--- config.mk ---
export PLATFORM = sky130hd
export DESIGN_NAME = base64_codec
export DESIGN_NICKNAME = d
export VERILOG_FILES = /design/src/rtl/core/b64_pkg.sv /design/src/rtl/core/b64_front.sv /design/src/rtl/core/b64_queue.sv /design/src/rtl/core/b64_back.sv /design/src/rtl/core/base64_codec.sv
export SDC_FILE = /design/constraint.sdc
export NUM_CORES = 1
export LEC_CHECK = 0
export BUFFER_PORTS_ARGS = -buffer_cell sky130_fd_sc_hd__buf_2
export CAP_MARGIN = 25
export CELL_PAD_IN_SITES_DETAIL_PLACEMENT = 1
export CELL_PAD_IN_SITES_GLOBAL_PLACEMENT = 1
export CORE_UTILIZATION = 34
export DETAILED_ROUTE_END_ITERATION = 10
export GPL_ROUTABILITY_DRIVEN = 1
export PLACE_DENSITY_LB_ADDON = 0.1
export SLEW_MARGIN = 20
export SYNTH_ARGS = -nofsm -noshare
export SYNTH_HDL_FRONTEND = slang
export SYNTH_SLANG_ARGS = --single-unit
--- constraint.sdc ---
create_clock -name clk -period 7.8 [get_ports clk]
set_input_delay 1.17 -clock clk [delete_from_list [all_inputs] [get_ports clk]]
set_output_delay 1.17 -clock clk [all_outputs]
set_load 0.01 [all_outputs]
--- src/rtl/core/b64_pkg.sv ---
package b64_pkg;

  // Number of interior '=' characters that decode can hold back.
  localparam int MAX_HELD_PADS = 4;
  localparam int HELD_W = $clog2(MAX_HELD_PADS + 1);

  // Longest sextet run one character can release: three collected sextets,
  // every held pad and the character itself.
  localparam int SEQ_SEXTETS = MAX_HELD_PADS + 4;
  localparam int SEQ_W = 6 * SEQ_SEXTETS;
  localparam int T_W = $clog2(SEQ_SEXTETS + 1);
  localparam int SH_W = $clog2(SEQ_W + 1);

  // Most results one item can cause (at least four characters in encode).
  localparam int MAX_UNITS = (SEQ_W / 8 > 4) ? SEQ_W / 8 : 4;
  localparam int UNIT_W = $clog2(MAX_UNITS + 1);

  localparam int QUEUE_DEPTH = 4;
  localparam int QPTR_W = $clog2(QUEUE_DEPTH);
  localparam int QCNT_W = $clog2(QUEUE_DEPTH + 1);

  localparam logic [7:0] PAD_CHAR = 8'h3D;
  localparam logic MODE_ENCODE = 1'b0;
  localparam logic MODE_DECODE = 1'b1;

  typedef struct packed {
    logic [7:0] data_byte;
    logic       last_byte;
  } item_t;

  typedef struct packed {
    logic [7:0] out_byte;
    logic       no_data;
    logic       end_of_message;
    logic       pad_overflow;
  } result_t;

  // One entry of the work queue: a left-aligned bit string to be cut into
  // characters (encode) or bytes (decode), followed by '=' padding.
  typedef struct packed {
    logic [SEQ_W-1:0]  bits;
    logic              decode;
    logic [UNIT_W-1:0] units;
    logic [1:0]        pads;
    logic              eom;
    logic              ovf;
  } cmd_t;

  function automatic logic [7:0] alphabet_char(input logic [5:0] s);
    logic [7:0] c;
    if (s < 6'd26) begin
      c = 8'h41 + {2'b00, s};
    end else if (s < 6'd52) begin
      c = 8'h61 + {2'b00, s} - 8'd26;
    end else if (s < 6'd62) begin
      c = 8'h30 + {2'b00, s} - 8'd52;
    end else if (s == 6'd62) begin
      c = 8'h2B;
    end else begin
      c = 8'h2F;
    end
    return c;
  endfunction

  function automatic logic [5:0] sextet_of(input logic [7:0] c);
    logic [7:0] v;
    if (c >= 8'h41 && c <= 8'h5A) begin
      v = c - 8'h41;
    end else if (c >= 8'h61 && c <= 8'h7A) begin
      v = c - 8'h61 + 8'd26;
    end else if (c >= 8'h30 && c <= 8'h39) begin
      v = c - 8'h30 + 8'd52;
    end else if (c == 8'h2B) begin
      v = 8'd62;
    end else begin
      v = 8'd63;
    end
    return v[5:0];
  endfunction

endpackage

--- src/rtl/core/b64_front.sv ---
module b64_front
  import b64_pkg::*;
(
  input  logic    clk,
  input  logic    rst,
  input  logic    mode_we,
  input  logic    mode_wdata,
  input  logic    push,
  input  item_t   item,
  output logic    full,
  input  logic    q_full,
  output logic    q_push,
  output cmd_t    q_cmd
);

  logic              mode;
  logic [23:0]       gbits;
  logic [1:0]        gcount;
  logic [HELD_W-1:0] held;

  logic [23:0]       gbits_next;
  logic [1:0]        gcount_next;
  logic [HELD_W-1:0] held_next;

  logic              accept;
  logic              last;
  logic              is_pad;
  logic [5:0]        sext;

  // Encode path.
  logic [23:0]       enc_seq;
  logic [2:0]        enc_t;

  // Decode path.
  logic [T_W-1:0]    dl;
  logic [T_W-1:0]    dt;
  logic [T_W-1:0]    groups;
  logic [SH_W-1:0]   sh_count;
  logic [SH_W-1:0]   sh_run;
  logic [SH_W-1:0]   sh_bits;
  logic [SH_W-1:0]   sh_groups;
  logic [SEQ_W-1:0]  ones;
  logic [SEQ_W-1:0]  fill;
  logic [SEQ_W-1:0]  tail;
  logic [SEQ_W-1:0]  dseq;
  logic [SEQ_W-1:0]  dshift;

  assign full   = q_full;
  assign accept = push && !q_full;
  assign last   = item.last_byte;
  assign is_pad = (item.data_byte == PAD_CHAR);
  assign sext   = sextet_of(item.data_byte);

  assign enc_seq = gbits | ({item.data_byte, 16'h0000} >> ({3'b000, gcount} * 5'd8));
  assign enc_t   = {1'b0, gcount} + 3'd1;

  // The decode run is the collected sextets, then every held pad as all ones,
  // then the new sextet, all packed from the top of the word.
  assign dl        = T_W'(gcount) + T_W'(held);
  assign dt        = is_pad ? T_W'(gcount) : dl + T_W'(1);
  assign groups    = dt >> 2;
  assign sh_count  = SH_W'(gcount) * SH_W'(6);
  assign sh_run    = SH_W'(dl) * SH_W'(6);
  assign sh_bits   = SH_W'(dt) * SH_W'(6);
  assign sh_groups = SH_W'(groups) * SH_W'(24);
  assign ones      = {SEQ_W{1'b1}};
  assign fill      = (ones >> sh_count) & ~(ones >> sh_run);
  assign tail      = {sext, {(SEQ_W - 6){1'b0}}} >> sh_run;
  assign dseq      = {gbits, {(SEQ_W - 24){1'b0}}} | (is_pad ? '0 : (fill | tail));
  assign dshift    = dseq << sh_groups;

  always_comb begin
    gbits_next  = gbits;
    gcount_next = gcount;
    held_next   = held;
    q_push      = 1'b0;
    q_cmd       = '0;
    q_cmd.eom   = last;

    if (mode == MODE_ENCODE) begin
      q_cmd.bits = {enc_seq, {(SEQ_W - 24){1'b0}}};
      if (enc_t == 3'd3) begin
        q_cmd.units = UNIT_W'(4);
      end else if (last) begin
        q_cmd.units = UNIT_W'(enc_t) + UNIT_W'(1);
        q_cmd.pads  = 2'(3'd3 - enc_t);
      end
      q_push = accept && (last || enc_t == 3'd3);
      if (last || enc_t == 3'd3) begin
        gbits_next  = '0;
        gcount_next = '0;
      end else begin
        gbits_next  = enc_seq;
        gcount_next = enc_t[1:0];
      end
    end else begin
      q_cmd.decode = 1'b1;
      q_cmd.bits   = dseq;
      if (is_pad && !last) begin
        if (held < HELD_W'(MAX_HELD_PADS)) begin
          held_next = held + HELD_W'(1);
        end else begin
          q_cmd.ovf = 1'b1;
          q_push    = accept;
        end
      end else begin
        if (last) begin
          q_cmd.units = UNIT_W'(sh_bits >> 3);
        end else begin
          q_cmd.units = UNIT_W'(groups * T_W'(3));
        end
        q_push      = accept && (last || groups != '0);
        gbits_next  = dshift[SEQ_W-1 -: 24];
        gcount_next = dt[1:0];
        held_next   = '0;
      end
      if (last) begin
        gbits_next  = '0;
        gcount_next = '0;
        held_next   = '0;
      end
    end
  end

  always_ff @(posedge clk) begin
    if (rst) begin
      mode   <= MODE_ENCODE;
      gbits  <= '0;
      gcount <= '0;
      held   <= '0;
    end else if (mode_we) begin
      mode   <= mode_wdata;
      gbits  <= '0;
      gcount <= '0;
      held   <= '0;
    end else if (accept) begin
      gbits  <= gbits_next;
      gcount <= gcount_next;
      held   <= held_next;
    end
  end

endmodule

--- src/rtl/core/b64_queue.sv ---
module b64_queue
  import b64_pkg::*;
(
  input  logic clk,
  input  logic rst,
  input  logic push,
  input  cmd_t wdata,
  output logic full,
  input  logic pop,
  output logic valid,
  output cmd_t rdata
);

  cmd_t              entries [QUEUE_DEPTH];
  logic [QPTR_W-1:0] wr_ptr;
  logic [QPTR_W-1:0] rd_ptr;
  logic [QCNT_W-1:0] count;

  assign full  = (count == QCNT_W'(QUEUE_DEPTH));
  assign valid = (count != '0);
  assign rdata = entries[rd_ptr];

  always_ff @(posedge clk) begin
    if (push) begin
      entries[wr_ptr] <= wdata;
    end
  end

  always_ff @(posedge clk) begin
    if (rst) begin
      wr_ptr <= '0;
      rd_ptr <= '0;
      count  <= '0;
    end else begin
      if (push) begin
        wr_ptr <= wr_ptr + QPTR_W'(1);
      end
      if (pop) begin
        rd_ptr <= rd_ptr + QPTR_W'(1);
      end
      if (push && !pop) begin
        count <= count + QCNT_W'(1);
      end else if (pop && !push) begin
        count <= count - QCNT_W'(1);
      end
    end
  end

endmodule

--- src/rtl/core/b64_back.sv ---
module b64_back
  import b64_pkg::*;
(
  input  logic    clk,
  input  logic    rst,
  input  logic    q_valid,
  input  cmd_t    q_cmd,
  output logic    q_pop,
  output logic    empty,
  input  logic    pop,
  output result_t result
);

  logic              out_valid;
  logic [UNIT_W-1:0] k;
  logic [UNIT_W-1:0] total;
  logic [UNIT_W-1:0] k_last;
  logic              advance;
  logic              at_last;
  logic [SEQ_W-1:0]  oct_shift;
  logic [SEQ_W-1:0]  sex_shift;
  result_t           step;

  assign total     = q_cmd.units + UNIT_W'(q_cmd.pads);
  assign k_last    = (total == '0) ? '0 : total - UNIT_W'(1);
  assign at_last   = (k == k_last);
  assign advance   = q_valid && (!out_valid || pop);
  assign q_pop     = advance && at_last;
  assign empty     = !out_valid;
  assign oct_shift = q_cmd.bits << (SH_W'(k) * SH_W'(8));
  assign sex_shift = q_cmd.bits << (SH_W'(k) * SH_W'(6));

  always_comb begin
    step = '0;
    if (total == '0) begin
      // A transaction with nothing to print only flags end of message or overflow.
      step.no_data      = 1'b1;
      step.pad_overflow = q_cmd.ovf;
    end else if (k < q_cmd.units) begin
      if (q_cmd.decode) begin
        step.out_byte = oct_shift[SEQ_W-1 -: 8];
      end else begin
        step.out_byte = alphabet_char(sex_shift[SEQ_W-1 -: 6]);
      end
    end else begin
      step.out_byte = PAD_CHAR;
    end
    step.end_of_message = q_cmd.eom && at_last;
  end

  always_ff @(posedge clk) begin
    if (advance) begin
      result <= step;
    end
  end

  always_ff @(posedge clk) begin
    if (rst) begin
      out_valid <= 1'b0;
      k         <= '0;
    end else begin
      if (advance) begin
        out_valid <= 1'b1;
        k         <= at_last ? '0 : k + UNIT_W'(1);
      end else if (pop) begin
        out_valid <= 1'b0;
      end
    end
  end

endmodule

--- src/rtl/core/base64_codec.sv ---
// Streaming Base64 codec with the standard alphabet. The mode register
// selects encode (bytes in, characters out) or decode (characters in, bytes
// out); writing it clears any partial group, so write it between messages.
// Input bytes are taken at one per cycle while full is low; the front part
// works out the whole group for each byte in that cycle and places the work
// in a four-entry queue. The back part prints one result per cycle from that
// queue into the output register while it is empty or being popped, so the
// sustained rate is set by the result side: encode gives four characters for
// every three bytes, decode three bytes for every four characters, and one
// character can release up to six bytes when held '=' characters are flushed.
// A message that ends without a byte to deliver, or a '=' that overflows the
// held run, yields one result with no_data set.
module base64_codec
  import b64_pkg::*;
(
  input  logic    clk,
  input  logic    rst,
  input  logic    mode_we,
  input  logic    mode_wdata,
  input  logic    push,
  input  item_t   item,
  output logic    full,
  output logic    empty,
  input  logic    pop,
  output result_t result
);

  logic q_push;
  logic q_full;
  logic q_pop;
  logic q_valid;
  cmd_t q_wdata;
  cmd_t q_rdata;

  b64_front u_front (
    .clk        (clk),
    .rst        (rst),
    .mode_we    (mode_we),
    .mode_wdata (mode_wdata),
    .push       (push),
    .item       (item),
    .full       (full),
    .q_full     (q_full),
    .q_push     (q_push),
    .q_cmd      (q_wdata)
  );

  b64_queue u_queue (
    .clk   (clk),
    .rst   (rst),
    .push  (q_push),
    .wdata (q_wdata),
    .full  (q_full),
    .pop   (q_pop),
    .valid (q_valid),
    .rdata (q_rdata)
  );

  b64_back u_back (
    .clk     (clk),
    .rst     (rst),
    .q_valid (q_valid),
    .q_cmd   (q_rdata),
    .q_pop   (q_pop),
    .empty   (empty),
    .pop     (pop),
    .result  (result)
  );

endmodule
* After elaboration in Yosys (flattened, before gate mapping)
Memories as Yosys holds them, arrays and structs flattened. A register that Yosys moved wholly into a read port is not among the register bits.
Cells that the tools add are included.
Widths: inputs -> output; s select.
** Operators by class
- Bitwise gates (word level) :: 6
- Multiply operators :: 6
- Shifts and indexed selects :: 7
- Add/sub/neg operators :: 23
- Reduce and logical (&&, ||, !) cells :: 29
- Magnitude comparators :: 11
- Muxes and demuxes :: 49
- Equal/unequal tests :: 8
** Operator list (count)
- $shl 48x6->48 :: 3
- $mux 24 :: 4
- $mux 48 :: 2
- $or 48x48->48 :: 2
- $and 48x48->48 :: 1
- $not 48->48 :: 1
- $shr 48x5->48 const A :: 1
- $shr 48x6->48 :: 1
- $shr 48x6->48 const A :: 1
- $mux 3 :: 12
- $mux 8 :: 4
- $mux 6 :: 4
- $or 24x24->24 :: 1
- $shr 24x5->24 :: 1
- $add 7x6->8 const A :: 2
- $eq 8x6->1 const B :: 2
- $ge 8x7->1 const B :: 2
- $le 8x7->1 const B :: 2
- $mux 2 :: 8
- $mux 1 :: 13
- $add 3x1->3 const B :: 4
- $logic_and 1x1->1 :: 12
- $lt 6x6->1 const B :: 2
- $sub 6x6->6 const B :: 2
- other kinds (39) :: 52
** Word-level totals
- Memories kept :: 1
- Output and inout port bits :: 13
- Flip-flop bits (word level) :: 52
- Memory bits (writable) :: 224
** Memory list
- u_queue.entries :: depth 4, width 56, rd ports 1, clocked after Yosys merged registers in 1, wr ports 1, RTL line b64_queue.sv:14 : cmd_t entries [QUEUE_DEPTH];

* Depth between registers and ports, before layout
Gate-level depths: netlist of run 1.
- Word-level depth :: 13
- Depth in mapped cells :: 24
- Gate-level depth less buffers :: 19

* Modules after synthesis
A second synthesis of run 1 with hierarchy kept.
** Second synthesis, totals
- Cell total of the unflattened synthesis :: 1429
- Area total of the unflattened synthesis :: 16615.9 um^2
** By module, submodules not included
- b64_queue :: cells each 336, instances 1, area each 8545.7 um^2
- b64_front :: cells each 788, instances 1, area each 5165.0 um^2
- b64_back :: cells each 305, instances 1, area each 2905.3 um^2

* Least setup slack after synthesis of run 1
Ideal clock, no wire load.
- Kind :: register to register
- Start point :: reg (tool-made name)
- End point :: reg u_queue.count[2]
- Setup slack :: 2.575 ns
- Arrival :: 5.154 ns
- Cell stages (with the launch flop) :: 25
- Period minus slack after synthesis :: 5.225 ns
- Required time :: 7.729 ns
- Library setup time :: 0.071 ns
- Cells stage by stage :: dfxtp_1 buf_4 buf_6 buf_4 buf_2 buf_2 buf_2 mux4_2 ha_1 fa_1 inv_1 ha_1 ha_1 clkbuf_1 a21oi_1 o32ai_1 and3_1 clkbuf_1 inv_1 ha_1 inv_1 fa_1 xor2_1 or3_1 a21oi_1
** RTL lines
- end signal: assignment :: RTL line b64_queue.sv:42 : count <= count + QCNT_W'(1);
- end signal: assignment :: RTL line b64_queue.sv:44 : count <= count - QCNT_W'(1);
- end: declaration :: RTL line b64_queue.sv:17 : logic [QCNT_W-1:0] count;

==> results.yml, run 1 <==
clocking:
  clock_sinks: 278
  cts_setup_buffers: 0
  htreeDepth: 1
  holdBufCountCts: 0
  cts_buffers: 30
  cts.path.max_buffers: 3
  root_buffer: "clkbuf_16"
  clkLatencyLatePin_ns: 0.57
  post_cts_resized: 0
  cts.clk_slew.worst_paths_ns: 0.06
  cts_tree: "done"
timing:
  slew_violations: 0
  tightestPinTransition_ns: 1.25
  rsz0062_at_grt: "no"
  slew-limit-headroom: 0.168
  hold_viol_final: 0
  max_freq_mhz: 169
  tns_ns: 0
  timing.final.crit_share: 0.757
  finalSetupViolCount: 0
  fin_worst_hold_slack_ns: 0.486
  period_minus_slack_ns: 5.90
  finClkSkew_ns: 0.0278
setup_path:
  crit_path_end_kind: "flip-flop"
  crit_top_cell: "inv_1"
  crit_buf_inv: 3
  cp_cell_sequence: "ha_1, inv_1, fa_1, xnor2_1, inv_1, fa_1, inv_1, nor2_1, nand2_1, o21ai_0, a21boi_0, o21ai_0"
  cp_slowest_cell: "fa_1"
  startpoint_type: "flip-flop"
  critPathKind: "flip-flop to flip-flop"
  cp_max_fo: 25
  critPathRequiredTime_ns: 8.07
  crit_arrival_ns: 6.17
  cpLargestDelayFamily: "adder cells"
  max_stage_delay_ns: 1.24
synth:
  synth-edff-count: 235
  synth-simple-area-share: 0.122
  syn-cell-area_um2: 17100
  synthCells: 1542
  muxShareOfSynthArea: 0.134
  synth_top_area_frac: 0.413
  synth-xor-area-share: 0.0159
  ys_warn_count: 0
  synth_area_per_cell_um2: 11.1
  synth.most_common_cell: "edfxtp_1"
  synthFlopType: "edfxtp_1"
  synth-compound-area-share: 0.177
  async_reset_ff_frac: 0
  synth_top_family_by_area: "compound AO/OA/AOI/OAI gates"
  synth_seq_cells: 278
  ys_top_cells_by_area: "edfxtp_1 (41%), mux4_2 (9.6%), dfxtp_1 (5.0%)"
  synth_common_cells: "edfxtp_1 (235), nor2_1 (136), nand2_1 (114)"
  synthAdderAreaFrac: 0.0441
  yosysSeqAreaShare: 0.463
  syn_nets: 1612
  synth_cell_types: 94
  yosysTopAreaCell: "edfxtp_1"
grt:
  grtUsageTotal: 0.247
  gr-total-overflow: 0
  grtUsageMet3: 0.0268
  grt_max_degree: 49
  grt_first_pass_wirelength_mm: 93.3
  grt_pass1_vias: 13700
  grt_antenna_before_repair: 0
  grt_use_met2: 0.411
  gr-usage-met1: 0.340
  grt.busiest_layer: "met2"
final_layout:
  final_util: 0.383
  synthToLayoutAreaGrowth_pct: 10.5
  finalNonFillerCells: 2217
  drive_gt1_frac: 0.160
  nets: 1599
  antenna_cells: 0
status:
  status: "complete, no violations"
floorplan:
  die_width_um: 226
  die_h_um: 226
  start_util: 0.347
  core_um2: 49300
  row_count: 81
  num_io_pins: 28
  dieArea_um2: 51200
drt:
  avgRoutedWirePerCell_um: 28.2
  ant_nets: 0
  via_per_inst: 6.06
  routed_wl_mm: 62.5
  first_iter_violations: 1201
  drc: 0
  vias: 13400
  dr.pass1.iters: 5
place:
  gp_congestion: 0.944
  dp_cells: 2161
  dp_hpwl_mm: 44.9
  port-buffer-count: 27
pwr:
  max-vdd-ir-drop_uv: 186
  powerDensity_nw_per_um2: 318
  power_leakage_nw: 6.50
flow_run:
  drv_cap: 0
worst_hold_path:
  hp-class: "flip-flop to flip-flop"
[registers in the layout, indices dropped and copies added (netlist names), named ones only]
name              cells
u_back.k              3
u_queue.count         3
u_front.gcount        2
u_front.held          3
u_queue.rd_ptr        2
u_back.out_valid      1
u_front.mode          1
u_back.result        11
u_queue.wr_ptr        2
u_queue.entries     224
u_front.gbits        24
[cells in the final DEF, fill, tap and decap left out, types with 13 or more instances in the layout]
cell type  instances
nor2_1           136
buf_2             28
o21ai_0           76
a22oi_1           21
dfxtp_1           41
o22ai_1           23
mux2i_1           45
a211oi_1          22
edfxtp_1         235
o211ai_1          14
nand2_1          114
ha_1              49
xor2_1            13
mux4_2            73
clkbuf_16         31
a31oi_1           28
inv_1             51
nor3_1            39
a221oi_1          17
xnor2_1           17
buf_4             38
nand3_1           27
a21oi_1           95
mux2_2            14
nor4_1            20
[stage by stage]
step                      cell area, um2  total power, W  worst slack, ns
final                              18900         0.00600             1.90
after global routing               18900         0.00633             1.54
after CTS                          18900         0.00604             2.03
after detailed placement           17900         0.00453             2.05
after global placement             17900         0.00452             2.21
after floorplan                    17100         0.00377             2.57
[per-layer routing]
metal | share of wire | routed length [um]
met5 | 0 | 0
met4 | 0.026 | 1630
met1 | 0.45 | 28200
met3 | 0.047 | 2940
met2 | 0.48 | 29700
[path summary, 6_finish.rpt]
check,startpoint,to,slack [ns],cells after the start
setup / recovery,u_front.gcount[0],u_queue.entries[2][51],1.90,12
hold / removal,u_back.out_valid,u_back.out_valid,0.49,2
setup reg to reg,u_front.gcount[0],u_queue.entries[2][51],1.90,12
hold reg to reg,u_back.out_valid,u_back.out_valid,0.49,2
[cell type report]
class	count	area, um2
fill	5399	30400
multi-input combinational	1098	8470
sequential	278	7930
tap	664	831
clock buffer	38	802
timing repair buffer	66	425
clock inverter	18	224
inverter	55	206
[cell families after synthesis]
kind of cell             Yosys count
AO/OA/AOI/OAI                    439
AND/OR/NAND/NOR                  437
flip-flops                       278
buffers and inverters            166
multiplexers                     134
adder cells (fa/ha/maj)           57
XOR/XNOR                          31
[worst reg2reg max path, cell delays in order (launching register included)]
cell and delay (ns):
dfxtp_1 0.55, ha_1 0.24, inv_1 0.05, fa_1 0.37, xnor2_1 0.42, inv_1 0.13
fa_1 1.24, inv_1 0.49, nor2_1 0.74, nand2_1 0.38, o21ai_0 0.30, a21boi_0 0.45
o21ai_0 0.24
[power by group]
part	total (W)	leakage, nW	internal [W]	switching [W]
sequential	0.00190	2.64	0.00180	0.0000988
clock	0.00149	0.489	0.000892	0.000601
combinational	0.00261	3.37	0.00102	0.00159
(Power assumes the default switching activity.)
==> inputs of run 2 (changes only) <==
==> constraint.sdc (replaced) <==
create_clock -name clk -period 5.6 [get_ports clk]
set_input_delay 0.84 -clock clk [delete_from_list [all_inputs] [get_ports clk]]
set_output_delay 0.84 -clock clk [all_outputs]
set_load 0.01 [all_outputs]
==> results.yml, run 2 (synthesized netlist as in run 1, its figures left out) <==
timing:
  timing.final.crit_share: 0.864
  slew-limit-headroom: 0.331
  max_freq_mhz: 207
  hold_viol_final: 0
  tns_ns: 0
  slew_violations: 0
  rsz0062_at_grt: "no"
  period_minus_slack_ns: 4.84
  tightestPinTransition_ns: 1.00
  finClkSkew_ns: 0.0233
  finalSetupViolCount: 0
  setup_ws_ns: 0.759
floorplan:
  dieArea_um2: 51200
  row_count: 81
  die_h_um: 226
  die_width_um: 226
  num_io_pins: 28
  start_util: 0.347
  core_um2: 49300
drt:
  via_per_inst: 6.05
  ant_nets: 0
  routed_wl_mm: 64.3
  avgRoutedWirePerCell_um: 28.6
  first_iter_violations: 914
  drc: 0
  vias: 13600
  dr.pass1.iters: 5
flow_run:
  drv_cap: 0
pwr:
  powerDensity_nw_per_um2: 437
  max-vdd-ir-drop_uv: 200
  power_leakage_nw: 6.68
place:
  dp_hpwl_mm: 46.9
  port-buffer-count: 27
  place_ws_ns: 0.755
  gp_congestion: 0.920
clocking:
  cts.clk_slew.worst_paths_ns: 0.06
  clkLatencyLatePin_ns: 0.55
  holdBufCountCts: 0
  clock_sinks: 278
  cts_tree: "done"
  cts_setup_buffers: 0
  cts_buffers: 34
  cts.path.max_buffers: 3
  root_buffer: "clkbuf_16"
  post_cts_resized: 0
  htreeDepth: 2
final_layout:
  drive_gt1_frac: 0.177
  n_fill_cell: 5370
  final_cell_mix: "edfxtp_1 (235), nor2_1 (134), nand2_1 (114), a21oi_1 (95), o21ai_0 (76)"
  largest_register_ffs: 224
  top_register: "u_queue.entries"
  layout_commonest_cell: "edfxtp_1"
  synthToLayoutAreaGrowth_pct: 12.2
  largestRegisters: "u_queue.entries: 224 flops, u_front.gbits: 24 flops, u_back.result: 11 flops"
  nets: 1631
  antenna_cells: 0
setup_path:
  critPathRequiredTime_ns: 6.01
  max_stage_delay_ns: 0.67
  startpoint_type: "flip-flop"
  cpLargestDelayFamily: "adder cells"
  crit_arrival_ns: 5.25
  cp_cell_sequence: "ha_1, inv_1, fa_1, inv_1, ha_1, inv_1, fa_1, xnor2_1, nor2_1, nand2_1, o21ai_0, a21boi_0, a21oi_1, o21ai_0, a311oi_1"
  cp_max_fo: 12
  critPathKind: "flip-flop to flip-flop"
  crit_buf_inv: 3
  crit_top_cell: "inv_1"
  crit_path_end_kind: "flip-flop"
  cp_slowest_cell: "nor2_1"
grt:
  grt_pass1_vias: 13900
  grtUsageTotal: 0.255
  grt_first_pass_wirelength_mm: 96.1
  grt_max_degree: 57
  gr-total-overflow: 0
  grt_antenna_before_repair: 2
status:
  status: "complete, no violations"
worst_hold_path:
  hp-class: "flip-flop to flip-flop"
[run 2: path summary, 6_finish.rpt]
path	from	end	slack, ns	depth (start not counted)
setup / recovery	u_front.gcount[0]	u_front.gbits[19]	0.76	15
hold / removal	u_back.out_valid	u_back.out_valid	0.49	2
setup reg to reg	u_front.gcount[0]	u_front.gbits[19]	0.76	15
hold reg to reg	u_back.out_valid	u_back.out_valid	0.49	2
[run 2: power by group]
part           total, W  switching [W]  leakage, nW  internal [W]
clock           0.00206       0.000901        0.510       0.00115
sequential      0.00261       0.000108         2.64       0.00250
combinational   0.00372        0.00226         3.53       0.00146
[run 2: metal layers]
metal,track usage,share of wire,vias to the layer above
li1,-,-,6072
met1,0.350,0.45,7018
met2,0.417,0.47,413
met3,0.0276,0.041,118
met4,0.0883,0.034,0
met5,0,0,-
[run 2: cell type report]
| class | instances | area [um2] | share of cell area |
|---|---|---|---|
| Clock inverter | 20 | 126 | 0.00659 |
| Tap cell | 664 | 831 | 0.0433 |
| Multi-Input combinational cell | 1098 | 8470 | 0.441 |
| Timing Repair Buffer | 94 | 726 | 0.0378 |
| Sequential cell | 278 | 7930 | 0.413 |
| Inverter | 55 | 206 | 0.0108 |
| Clock buffer | 41 | 898 | 0.0468 |
[run 2: tightest hold or removal path, stage by stage (launching register included)]
cell	delay, ns
dfxtp_1	0.33
nand2_1	0.06
a21oi_1	0.05
[run 2: through the flow]
| step | area (um2) | utilization | cells | hold WS (ns) | power (W) |
|---|---|---|---|---|---|
| 2_1_floorplan | 17100 | - | 1542 | 0.445 | 0.00525 |
| 3_3_place_gp | 18200 | 0.369 | 2189 | 0.465 | 0.00634 |
| 3_5_place_dp | 18200 | 0.369 | 2189 | 0.488 | 0.00638 |
| 4_1_cts | 19200 | 0.389 | 2250 | 0.495 | 0.00845 |
| 5_1_grt | 19200 | 0.389 | 2250 | 0.527 | 0.00888 |
| 6_report | 19200 | 0.389 | 2250 | 0.492 | 0.00839 |
